<file path="config.mk">
export PLATFORM = sky130hd
export DESIGN_NAME = lru_keyed_value_cache
export DESIGN_NICKNAME = d
export VERILOG_FILES = /design/src/sv/lkvc_pkg.sv /design/src/sv/lru_keyed_value_cache.sv /design/src/sv/lkvc_tag_array.sv /design/src/sv/lkvc_data_store.sv
export VERILOG_INCLUDE_DIRS = /design/src /design/src/sv
export SDC_FILE = /design/constraint.sdc
export NUM_CORES = 2
export LEC_CHECK = 0
export BUFFER_PORTS_ARGS = -buffer_cell sky130_fd_sc_hd__clkbuf_2
export CORE_UTILIZATION = 40
export CTS_CLUSTER_DIAMETER = 40
export DETAILED_ROUTE_END_ITERATION = 12
export SLEW_MARGIN = 20
export SYNTH_ARGS = -nofsm -noshare
export SYNTH_HDL_FRONTEND = slang
export SYNTH_SLANG_ARGS = --single-unit
</file>
<file path="constraint.sdc">
create_clock -name clk_i -period 8.6 [get_ports clk_i]
set_clock_uncertainty 0.2 [all_clocks]
set_input_delay 0.86 -clock clk_i [delete_from_list [all_inputs] [get_ports clk_i]]
set_output_delay 0.86 -clock clk_i [all_outputs]
set_load 0.005 [all_outputs]
</file>
<file path="src/sv/lru_keyed_value_cache_macros.svh">
// ---------------------------------------------------------------------------
// LRU keyed value cache assertion macros
// Concurrent assertion wrappers; define ASSERT_OFF to compile them out.
// ---------------------------------------------------------------------------
`ifndef LRU_KEYED_VALUE_CACHE_MACROS_SVH
`define LRU_KEYED_VALUE_CACHE_MACROS_SVH
`ifndef ASSERT_OFF
// Checked on every edge outside reset.
`define LKVC_ASSERT(lbl, clk, rstn, prop, msg) \
  lbl: assert property (@(posedge clk) disable iff (!rstn) prop) else $error(msg);
// Checked on every edge, reset included.
`define LKVC_ASSERT_NR(lbl, clk, prop, msg) \
  lbl: assert property (@(posedge clk) prop) else $error(msg);
`else
`define LKVC_ASSERT(lbl, clk, rstn, prop, msg)
`define LKVC_ASSERT_NR(lbl, clk, prop, msg)
`endif
`endif

</file>
<file path="src/sv/lkvc_pkg.sv">
// ---------------------------------------------------------------------------
// LRU keyed value cache package
// Shared types and constants of the cache block.
// ---------------------------------------------------------------------------
package lkvc_pkg;

  localparam int unsigned LKVC_CAPACITY = 16;
  localparam int unsigned LKVC_KEY_BITS = 32;

  localparam int unsigned KEY_W    = 32;
  localparam int unsigned SIZE_W   = 12;
  localparam int unsigned HANDLE_W = 32;

  // Code 3 is unused and does nothing.
  typedef enum logic [1:0] {
    ACT_GET   = 2'd0,
    ACT_PUT   = 2'd1,
    ACT_CLEAR = 2'd2
  } lkvc_action_e;

  typedef struct packed {
    lkvc_action_e          action;
    logic [KEY_W-1:0]      lookup_key;
    logic [SIZE_W-1:0]     entry_size;
    logic [HANDLE_W-1:0]   entry_handle;
  } lkvc_req_t;

  typedef struct packed {
    logic                  found;
    logic [SIZE_W-1:0]     size_out;
    logic [HANDLE_W-1:0]   handle_out;
    logic                  evicted;
  } lkvc_rsp_t;

  // Lookup outcome handed from the tag array to the data store and top.
  typedef struct packed {
    logic hit;     // key present (get or put)
    logic evict;   // put of a new key into a full store
    logic wr_en;   // put: write value at slot
    logic rd_en;   // get hit: read value at slot
  } lkvc_flags_t;

endpackage

</file>
<file path="src/sv/lru_keyed_value_cache.sv">
// ---------------------------------------------------------------------------
// LRU keyed value cache
// Fully associative least-recently-used key to (size, handle) cache.
// ---------------------------------------------------------------------------
// The cache takes one request per clock while the output is not stalled and
// returns exactly one response per request, in order. A request is first
// captured in an input register. In the next cycle the tag array compares
// the key against all CAPACITY entries at once; when the output is not
// stalled it also ages the recency ranks and writes the value memory, and
// the result lands in the response register. That compare and rank update
// over the register file sets the rate of one request per cycle. Get
// returns the stored value on a hit and zeros on a miss. Put replaces or
// inserts, and evicts the oldest entry when the store is full. Clear drops
// every entry. Only the low KEY_BITS bits of the key (at most 32) are
// compared. Valid bits are cleared by reset directly, so the cache needs no
// clearing pass after reset.
// ---------------------------------------------------------------------------
`include "lru_keyed_value_cache_macros.svh"

module lru_keyed_value_cache
  import lkvc_pkg::*;
#(
  parameter int unsigned CAPACITY = LKVC_CAPACITY,
  parameter int unsigned KEY_BITS = LKVC_KEY_BITS
) (
  input  logic      clk_i,
  input  logic      rst_ni,
  input  logic      req_valid_i,
  output logic      req_ready_o,
  input  lkvc_req_t req_i,
  output logic      rsp_valid_o,
  input  logic      rsp_ready_i,
  output lkvc_rsp_t rsp_o
);

  localparam int unsigned SW = $clog2(CAPACITY);

  // Input register
  logic      s1_valid_q, s1_valid_d;
  lkvc_req_t s1_req_q;
  logic      s1_adv;

  // Response register (value fields live in the data store)
  logic rsp_valid_q, rsp_valid_d;
  logic found_q, evicted_q;

  lkvc_flags_t   flags;
  logic [SW-1:0] slot;
  logic [SIZE_W-1:0]   size_rd;
  logic [HANDLE_W-1:0] handle_rd;

  // The stage moves when the response register is empty or being drained.
  assign s1_adv      = s1_valid_q && (!rsp_valid_q || rsp_ready_i);
  assign req_ready_o = !s1_valid_q || s1_adv;

  always_comb begin
    s1_valid_d = s1_valid_q;
    if (req_valid_i && req_ready_o) begin
      s1_valid_d = 1'b1;
    end else if (s1_adv) begin
      s1_valid_d = 1'b0;
    end
  end

  always_comb begin
    rsp_valid_d = rsp_valid_q;
    if (s1_adv) begin
      rsp_valid_d = 1'b1;
    end else if (rsp_ready_i) begin
      rsp_valid_d = 1'b0;
    end
  end

  always_ff @(posedge clk_i or negedge rst_ni) begin
    if (!rst_ni) begin
      s1_valid_q  <= 1'b0;
      rsp_valid_q <= 1'b0;
    end else begin
      s1_valid_q  <= s1_valid_d;
      rsp_valid_q <= rsp_valid_d;
    end
  end

  always_ff @(posedge clk_i) begin
    if (req_valid_i && req_ready_o) begin
      s1_req_q <= req_i;
    end
    if (s1_adv) begin
      found_q   <= flags.hit;
      evicted_q <= flags.evict;
    end
  end

  // State is committed only when the request leaves the input register,
  // so the next request always sees the updated tags and ranks.
  lkvc_tag_array #(
    .CAPACITY (CAPACITY),
    .KEY_BITS (KEY_BITS)
  ) u_tags (
    .clk_i    (clk_i),
    .rst_ni   (rst_ni),
    .action_i (s1_req_q.action),
    .key_i    (s1_req_q.lookup_key),
    .apply_i  (s1_adv),
    .flags_o  (flags),
    .slot_o   (slot)
  );

  lkvc_data_store #(
    .CAPACITY (CAPACITY)
  ) u_data (
    .clk_i    (clk_i),
    .rst_ni   (rst_ni),
    .apply_i  (s1_adv),
    .flags_i  (flags),
    .slot_i   (slot),
    .size_i   (s1_req_q.entry_size),
    .handle_i (s1_req_q.entry_handle),
    .size_o   (size_rd),
    .handle_o (handle_rd)
  );

  assign rsp_valid_o      = rsp_valid_q;
  assign rsp_o.found      = found_q;
  assign rsp_o.size_out   = size_rd;
  assign rsp_o.handle_out = handle_rd;
  assign rsp_o.evicted    = evicted_q;

  // Hit and eviction exclude each other.
  `LKVC_ASSERT_NR(a_hit_xor_evict, clk_i,
    rsp_valid_o |-> !(rsp_o.found && rsp_o.evicted), "found and evicted both set")

  // Value fields are zero unless the key was found.
  `LKVC_ASSERT(a_miss_zero, clk_i, rst_ni,
    (rsp_valid_o && !rsp_o.found) |-> ((rsp_o.size_out == '0) && (rsp_o.handle_out == '0)),
    "nonzero value on a miss")

  // A request leaving the input stage always shows up as a response.
  `LKVC_ASSERT(a_adv_rsp, clk_i, rst_ni, s1_adv |=> rsp_valid_q, "response lost")

  // Eviction only for a put that missed.
  `LKVC_ASSERT(a_evict_put, clk_i, rst_ni,
    flags.evict |-> ((s1_req_q.action == ACT_PUT) && !flags.hit), "eviction without put miss")

endmodule

</file>
<file path="src/sv/lkvc_tag_array.sv">
// ---------------------------------------------------------------------------
// LRU keyed value cache tag array
// Valid bits, keys and recency ranks; parallel lookup and rank update.
// ---------------------------------------------------------------------------
module lkvc_tag_array
  import lkvc_pkg::*;
#(
  parameter int unsigned CAPACITY = LKVC_CAPACITY,
  parameter int unsigned KEY_BITS = LKVC_KEY_BITS,
  localparam int unsigned SW = $clog2(CAPACITY),
  localparam int unsigned KW = (KEY_BITS < KEY_W) ? KEY_BITS : KEY_W
) (
  input  logic              clk_i,
  input  logic              rst_ni,
  input  lkvc_action_e      action_i,
  input  logic [KEY_W-1:0]  key_i,
  input  logic              apply_i,
  output lkvc_flags_t       flags_o,
  output logic [SW-1:0]     slot_o
);

  localparam logic [SW-1:0] OLDEST = SW'(CAPACITY - 1);

  logic [CAPACITY-1:0] valid_q, valid_d;
  logic [SW-1:0]       rank_q [CAPACITY];
  logic [SW-1:0]       rank_d [CAPACITY];
  logic [KW-1:0]       key_q  [CAPACITY];

  logic [KW-1:0]       key;
  logic [CAPACITY-1:0] hit_vec, free_vec, lru_vec;
  logic                hit, has_free, is_get, is_put, is_clr, fresh, promote;
  logic [SW-1:0]       hit_idx, free_idx, lru_idx, hit_rank;

  // Lowest set bit index.
  function automatic logic [SW-1:0] lowest(input logic [CAPACITY-1:0] vec);
    logic [SW-1:0] idx;
    idx = '0;
    for (int i = CAPACITY - 1; i >= 0; i--) begin
      if (vec[i]) idx = SW'(i);
    end
    return idx;
  endfunction

  assign key = key_i[KW-1:0];

  always_comb begin
    for (int i = 0; i < CAPACITY; i++) begin
      hit_vec[i]  = valid_q[i] && (key_q[i] == key);
      free_vec[i] = !valid_q[i];
      lru_vec[i]  = valid_q[i] && (rank_q[i] == OLDEST);
    end
  end

  assign hit      = |hit_vec;
  assign has_free = |free_vec;
  assign hit_idx  = lowest(hit_vec);
  assign free_idx = lowest(free_vec);
  assign lru_idx  = lowest(lru_vec);
  assign hit_rank = rank_q[hit_idx];

  always_comb begin
    is_get = 1'b0;
    is_put = 1'b0;
    is_clr = 1'b0;
    unique case (action_i)
      ACT_GET:   is_get = 1'b1;
      ACT_PUT:   is_put = 1'b1;
      ACT_CLEAR: is_clr = 1'b1;
      default:   ;
    endcase
  end

  always_comb begin
    if (hit) begin
      slot_o = hit_idx;
    end else if (has_free) begin
      slot_o = free_idx;
    end else begin
      slot_o = lru_idx;
    end
  end

  assign fresh   = is_put && !hit;
  assign promote = (is_get && hit) || is_put;

  assign flags_o.hit   = hit && (is_get || is_put);
  assign flags_o.evict = fresh && !has_free;
  assign flags_o.wr_en = is_put;
  assign flags_o.rd_en = is_get && hit;

  // New entry: every other valid entry ages. Hit: only the younger ones.
  always_comb begin
    valid_d = valid_q;
    for (int i = 0; i < CAPACITY; i++) begin
      rank_d[i] = rank_q[i];
    end
    if (is_clr) begin
      valid_d = '0;
      for (int i = 0; i < CAPACITY; i++) begin
        rank_d[i] = '0;
      end
    end else if (promote) begin
      for (int i = 0; i < CAPACITY; i++) begin
        if (SW'(i) == slot_o) begin
          rank_d[i] = '0;
        end else if (valid_q[i] && (fresh || (rank_q[i] < hit_rank))) begin
          rank_d[i] = rank_q[i] + 1'b1;
        end
      end
      if (fresh) valid_d[slot_o] = 1'b1;
    end
  end

  always_ff @(posedge clk_i or negedge rst_ni) begin
    if (!rst_ni) begin
      valid_q <= '0;
      for (int i = 0; i < CAPACITY; i++) begin
        rank_q[i] <= '0;
      end
    end else if (apply_i) begin
      valid_q <= valid_d;
      for (int i = 0; i < CAPACITY; i++) begin
        rank_q[i] <= rank_d[i];
      end
    end
  end

  always_ff @(posedge clk_i) begin
    if (apply_i && fresh) begin
      key_q[slot_o] <= key;
    end
  end

endmodule

</file>
<file path="src/sv/lkvc_data_store.sv">
// ---------------------------------------------------------------------------
// LRU keyed value cache data store
// Size and handle memory with registered read; zero unless a get hit.
// ---------------------------------------------------------------------------
module lkvc_data_store
  import lkvc_pkg::*;
#(
  parameter int unsigned CAPACITY = LKVC_CAPACITY,
  localparam int unsigned SW = $clog2(CAPACITY)
) (
  input  logic                clk_i,
  input  logic                rst_ni,
  input  logic                apply_i,
  input  lkvc_flags_t         flags_i,
  input  logic [SW-1:0]       slot_i,
  input  logic [SIZE_W-1:0]   size_i,
  input  logic [HANDLE_W-1:0] handle_i,
  output logic [SIZE_W-1:0]   size_o,
  output logic [HANDLE_W-1:0] handle_o
);

  logic [SIZE_W+HANDLE_W-1:0] mem [CAPACITY];
  logic [SIZE_W+HANDLE_W-1:0] rd_q;
  logic                       hit_q;

  always_ff @(posedge clk_i) begin
    if (apply_i && flags_i.wr_en) begin
      mem[slot_i] <= {size_i, handle_i};
    end
    if (apply_i && flags_i.rd_en) begin
      rd_q <= mem[slot_i];
    end
  end

  always_ff @(posedge clk_i or negedge rst_ni) begin
    if (!rst_ni) begin
      hit_q <= 1'b0;
    end else if (apply_i) begin
      hit_q <= flags_i.rd_en;
    end
  end

  assign size_o   = hit_q ? rd_q[SIZE_W+HANDLE_W-1:HANDLE_W] : '0;
  assign handle_o = hit_q ? rd_q[HANDLE_W-1:0] : '0;

endmodule
</file>
# Word level (Yosys, flattened, before mapping)
# Memory sizes are Yosys's and may differ from the RTL's. A register that Yosys moved wholly into a read port is not among the register bits.
# Index checks and enable logic that the tools add are counted.
[word_totals] regBits=163 ram_bits=1216 inputBits=82 out_inout_bits=48 elab_cells=358 n_memories=2
[mem_list] name="u_data.mem" depth=16 width=44 read_ports=1 rd_ports_with_merged_regs=1 write_ports=1 line_no="lkvc_data_store.sv:22" rtl="logic [SIZE_W+HANDLE_W-1:0] mem [CAPACITY];"
[mem_list] name="u_tags.key_q" depth=16 width=32 read_ports=16 rd_ports_with_merged_regs=0 write_ports=1 line_no="lkvc_tag_array.sv:27" rtl="logic [KW-1:0] key_q [CAPACITY];"
[op_classes] add_sub_neg=16 magnitude_cmp=19 eq_ne=49 n_mux=105 n_bitwise=2 n_reduce_logical=139
[ops] cell="$eq 32x32->1" count=16
[ops] cell="$mux 4" count=84
[ops] cell="$mux 64" count=2
[ops] cell="$add 4x1->4 const B" count=16
[ops] cell="$eq 4x4->1 const B" count=16
[ops] cell="$lt 4x4->1" count=16
[ops] cell="$logic_and 1x1->1" count=58
[ops] cell="$reduce_and 3->1" count=17
[ops] cell="$mux 16" count=3
[ops] cell="$reduce_bool 3->1" count=16
[ops] cell="$eq 4x4->1 const A" count=8
[ops] cell="$mux 32" count=1
[ops] cell="$reduce_or 16->1" count=2
[ops] cell="$logic_not 1->1" count=20
[ops] cell="$logic_or 1x1->1" count=20
[ops] cell="$bmux 4 s4" count=1
[ops] cell="$eq 3x4->1 const A" count=4
[ops] cell="$or 16x16->16" count=1
[ops] cell="$mux 1" count=12
[ops] cell="$mux 12" count=1
[ops] cell="$eq 2x4->1 const A" count=2
[ops] cell="$reduce_bool 2->1" count=4
[ops] cell="$ge 5x5->1 const B" count=1
[ops] cell="$lt 4x5->1 const B" count=1
[ops] cell="8 further kinds" count=8

# Longest topological paths before layout
[depth] depth_word=29 ltp_mapped=23 ltp_nobuf=20

# By module
# Synthesis repeated with hierarchy kept, for this count alone.
[unflattened] cells_unflattened=3721 area_unflattened_um2=60890.9
[by_module_without_submodules] mod="lkvc_tag_array" n_inst=1 cells_each=2435 area_each_um2=30307.8 seq_area_each_um2=17376.7
[by_module_without_submodules] mod="lkvc_data_store" n_inst=1 cells_each=1196 area_each_um2=28061.9 seq_area_each_um2=22486.6
[by_module_without_submodules] mod="lru_keyed_value_cache" n_inst=1 cells_each=90 area_each_um2=2521.2 seq_area_each_um2=2452.4

# Worst setup path before layout
# OpenSTA, ideal clock, no wires.
[synth_timing] kind="reg2reg" startpoint="register s1_req_q[65] (netlist bit)" endpoint="register u_data.rd_q[0] (read register of u_data.mem) (enable)" setup_time_ns=0.558 arrival_time_ns=6.596 required_ns=7.842 slack_ns=1.246 path_stages_with_launch=11 n_path_buf=2 period_less_slack_ns=7.354 path_cell_list="edfxtp_1 -> buf_2 -> buf_4 -> xor2_1 -> nor4_1 -> nand4_1 -> or4_1 -> nand4_1 -> or2_2 -> nor2_1 -> nor4_1"
[synth_between] elab_chain_len=19 word_cells_on_any_way=52 cone_classes="16 x eq/ne; 17 x mux; 19 x reduce/logical"
[synth_rtl] item="start, declared" line_no="lru_keyed_value_cache.sv:40" rtl="lkvc_req_t s1_req_q;"
[synth_rtl] item="start signal, assigned" line_no="lru_keyed_value_cache.sv:86" rtl="s1_req_q <= req_i;"
[synth_rtl] item="$eq 32x32->1" line_no="lkvc_tag_array.sv:48" rtl="hit_vec[i] = valid_q[i] && (key_q[i] == key);"
[synth_rtl] item="$logic_and 1x1->1" line_no="lkvc_tag_array.sv:48"
[synth_rtl] item="$mux 4 (16 in series)" line_no="lkvc_tag_array.sv:39" rtl="if (vec[i]) idx = SW'(i);"
[synth_rtl] item="$mux 4" line_no="lkvc_tag_array.sv:74" rtl="if (hit) begin"
[synth_rtl] item="end, declared" line_no="lkvc_data_store.sv:23" rtl="logic [SIZE_W+HANDLE_W-1:0] rd_q;"
# Several ways; a longest one is shown, not always the timed one.
# A chain may end at the register's enable or synchronous reset.

# Worst setup path after layout
[layout_timing] startpoint="register s1_req_q[62] (netlist bit)" endpoint="register u_tags.rank_q[60] (netlist bit)"
[layout_between] elab_chain_len=27 word_cells_on_any_way=68 cone_classes="1 x order compare; 16 x eq/ne; 23 x mux; 1 x bitwise; 27 x reduce/logical"
[layout_rtl] item="$eq 32x32->1" line_no="lkvc_tag_array.sv:48"
[layout_rtl] item="$logic_and 1x1->1" line_no="lkvc_tag_array.sv:48"
[layout_rtl] item="$mux 4 (16 in series)" line_no="lkvc_tag_array.sv:39"
[layout_rtl] item="$not 4->5 (implied by the code)" line_no="lkvc_tag_array.sv:59" rtl="assign hit_rank = rank_q[hit_idx];"
[layout_rtl] item="$bmux 4 s4" line_no="lkvc_tag_array.sv:59"
[layout_rtl] item="$mux 4 (implied by the code) (2 in series)" line_no="lkvc_tag_array.sv:59"
[layout_rtl] item="$lt 4x4->1" line_no="lkvc_tag_array.sv:106" rtl="end else if (valid_q[i] && (fresh || (rank_q[i] < hit_rank))) begin"
[layout_rtl] item="$logic_or 1x1->1" line_no="lkvc_tag_array.sv:106"
[layout_rtl] item="$logic_and 1x1->1" line_no="lkvc_tag_array.sv:106"
[layout_rtl] item="$reduce_bool 3->1 (no source line)"
[layout_rtl] item="$reduce_and 3->1 (no source line)"
[layout_rtl] item="end signal, assigned by index" line_no="lkvc_tag_array.sv:123" rtl="rank_q[i] <= rank_d[i];"
[layout_rtl] item="end, declared" line_no="lkvc_tag_array.sv:25" rtl="logic [SW-1:0] rank_q [CAPACITY];"
# Several ways; a longest one is shown, not always the timed one. The select of a mux whose other input is x is not followed.

==> key figures <==
Final layout
  • Ant. Diodes: 0
  • Fill cell count: 13270
  • Layout Nets: 4545
  • Area grow syn2layout: 17.22%
  • Final core utilization: 0.4725
  • Post-route cell area: 72880 um2
  • Layout cell share with drive strength beyond 1: 0.1628

Setup path
  • CP delay by family, top: compound AO/OA/AOI/OAI gates
  • Startpoint class of the critical path: register
  • Largest stage delay, worst path: 0.92 ns
  • WP data required: 9.05 ns
  • Worst path bufs/invs: 2
  • Setup crit end kind: register
  • Slowest cell on crit path: edfxtp_1
  • Sequence of cells on the critical path: buf_4 > xor2_1 > nor4_1 > nand4_1 > nor3_1 > a21boi_1 > o221a_2 > o22ai_4 > mux4_2 > mux2_2 > o21ai_1 > buf_4 > ha_1 > a21o_1 > a2111oi_0 > a32oi_1 > a21o_1 > mux2_2
  • Crit path max fanout: 18
  • WS Path Type: register to register
  • CP Data Arrival Time: 7.65 ns

Yosys
  • Synth top area cells: edfxtp_1 (65%), xor2_1 (6.4%), mux2i_1 (5.8%), dfrtp_1 (3.3%), nor4_1 (2.0%)
  • Seq/Total Area, Yosys: 0.6806
  • #FFs+latches synth: 1423
  • Ys Warns: 0
  • Leading area contributor after synthesis: edfxtp_1
  • Ys async rst share: 0.05833
  • EDFF count, synth: 1340
  • Top cells by count, synth: edfxtp_1 (1340), xor2_1 (455), mux2i_1 (361)
  • Mapped Avg Cell Area: 15.20 um2
  • Cell Area, Synth: 62180 um2
  • Syn nets: 4237
  • Synth cell types: 88
  • Most common cell in the netlist: edfxtp_1
  • Area fraction of the dominant cell type after synthesis: 0.6472
  • Top FF cell, synth: edfxtp_1
  • Synth Instances: 4091

Outcome
  • Failing checks: DRC
  • Outcome: finished with violations

Clocking
  • CTS Sinks: 1423
  • Setup bufs post-CTS: 0
  • # resized after CTS: 0
  • Later-pin clock latency in the skew report: 0.85 ns
  • TritonCTS Buffers: 185
  • CTS tree: yes
  • Clk slew on worst S/H paths: 0.05 ns
  • Number of hold buffers added after cts: 61
  • CTS root buf: clkbuf_16
  • H-Tree Depth: 4
  • Deepest clock path buffer count: 3

Floorplan
  • Io pins: 130
  • Row count: 144
  • DIE AREA: 157000 um2
  • Placeable Area: 154200 um2
  • Initial Utilization: 0.4031
  • Die span in x: 396.3 um
  • Die H: 396.3 um

Power
  • Static leakage: 24.56 nW
  • Seq pwr share: 0.432
  • Sw power: 4.713 mW
  • Combinational Power Share: 0.129
  • Clock power share: 0.439
  • PwrDens: 250.5 nW/um2
  • Overall power: 18.25 mW
  • Switch share: 0.2582
  • Internal: 13.54 mW
  • Peak supply drop: 0.0001773 V

Place
  • Detailed placer's ending HPWL: 96210 um
  • Cell Area, Placed: 65670 um2
  • IO Port Bufs: 129
  • Gpl congestion: 0.8955

Timing
  • Fin. max-slew vios: 0
  • Hold slack final: 0.05504 ns
  • Tmin final: 7.195 ns
  • Rel. slew slack: 0.2061
  • Worst Max-Slew Pin Slew: 1.191 ns
  • Setup_tns: 0 ns
  • Final Hold Viols: 0
  • Fmax: 139.0 MHz
  • Final Setup Violations: 0
  • Part of the cycle the worst path needs: 0.8367
  • RSZ-0062 raised after global routing: false

Hold path
  • Worst Hold Class: input pin to register

Route
  • DRC violations left: 8
  • DR vias: 36773
  • Wirelength per Cell: 24.96 um
  • Pre-antenna DRT Iters: 9
  • DR vias/cell: 5.575
  • WL final: 164600 um
  • Starting DRT DRC Count: 3163
  • Antenna viol nets, final: 0

Global route
  • Gr usage total: 0.2071
  • Vias in the first global route: 35867
  • Overflow after GRT: 0
  • Initial antenna violation count: 5
  • Wire length of the first global-routing pass: 240700 um
  • Largest net degree at the start of global routing: 151

Job
  • Max cap viols: 0
## layout make-up
class	instances	area (um2)	share of cell area
well taps	2044	2557	0.03509
inverters	29	108.9	0.001494
clock inverters	125	1735	0.02381
multi-input cells	2439	18900	0.2594
clock buffers	215	4813	0.06605
flip-flops and latches	1423	42320	0.5806
repair buffers	321	2445	0.03355
## stage by stage
stage               std cells  setup slack (ns)
floorplan                4091             1.246
global placement         6191             1.577
detailed placement       6193             1.570
CTS                      6594             1.502
global route             6596             1.034
finish                   6596             1.405
## cell usage in the layout, fill, tap and decap left out, types with 23 or more instances in the layout
master         count
edfxtp_1        1340
xor2_1           455
mux2i_1          361
nor4_1           195
clkbuf_16        186
nor2_1           151
a21oi_1          128
clkbuf_2         128
buf_4            116
nand2_1          103
mux2_2           100
nand4_1           86
dfrtp_1           82
nand3_1           76
ha_1              64
dlygate4sd3_1     61
o21ai_0           60
xnor2_1           57
and2_1            50
o221ai_1          47
a22oi_1           45
nor3_1            36
inv_1             29
bufinv_16         27
nand2b_1          26
o211ai_1          26
o21a_1            24
clkbuf_1          24
clkinv_2          24
and3_1            23
## power groups by stage
| stage | registers (mW) | clock network [mW] | logic, mW |
|---|---|---|---|
| 3_5_place_dp | 8.02 | 0 | 2.32 |
| 3_3_place_gp | 8.02 | 0 | 2.30 |
| 2_1_floorplan | 7.97 | 0 | 1.69 |
| 6_report | 7.89 | 8.02 | 2.35 |
| 4_1_cts | 7.89 | 8.15 | 2.35 |
| 5_1_grt | 7.90 | 8.42 | 2.54 |
## worst paths after layout
path | start | end | slack (ns) | cells after the start
setup / recovery | s1_req_q[62] | u_tags.rank_q[60] | 1.40 | 18
hold / removal | req_i[51] | s1_req_q[51] | 0.06 | 1
setup reg to reg | s1_req_q[62] | u_tags.rank_q[60] | 1.40 | 18
hold reg to reg | s1_valid_q | rsp_valid_o | 0.29 | 1
max in group asynchronous | rst_ni | u_tags.rank_q[4] | 6.67 | 3
min in group asynchronous | rst_ni | u_tags.valid_q[12] | 0.39 | 2
## worst register-to-register path, stage by stage (launching register included)
cell and delay [ns]:
edfxtp_1 0.92, buf_4 0.42, xor2_1 0.15, nor4_1 0.31
nand4_1 0.17, nor3_1 0.69, a21boi_1 0.14, o221a_2 0.32
o22ai_4 0.58, mux4_2 0.60, mux2_2 0.27, o21ai_1 0.33
buf_4 0.33, ha_1 0.29, a21o_1 0.16, a2111oi_0 0.42
a32oi_1 0.24, a21o_1 0.24, mux2_2 0.26
## state kept, by name (all words and copies together), names as in the netlist
register,flops
u_tags.key_q,512
u_data.hit_q,1
evicted_q,1
found_q,1
u_tags.valid_q,16
s1_valid_q,1
u_data.mem,704
u_data.rd_q,44
rsp_valid_o,1
s1_req_q,78
u_tags.rank_q,64
## logic make-up (layout without fill, tap and decap cells)
family                   count (synthesis)  count (layout)  share of synthesized area
AO/OA/AOI/OAI                          482             482                    0.05359
buffers and inverters                  229             690                    0.01914
XOR/XNOR                               512             512                    0.07212
flip-flops                            1423            1423                     0.6806
multiplexers                           473             473                    0.08057
adder cells (fa/ha/maj)                 64              64                    0.01288
AND/OR/NAND/NOR                        908             908                    0.08112
## layer usage
layer / GRT usage / wire [um]
met1: 0.2859 / 72870
met2: 0.3311 / 77350
met3: 0.03670 / 9974
met4: 0.06695 / 4370
met5: 0 / 43
Power figures use the tool's default switching activity.
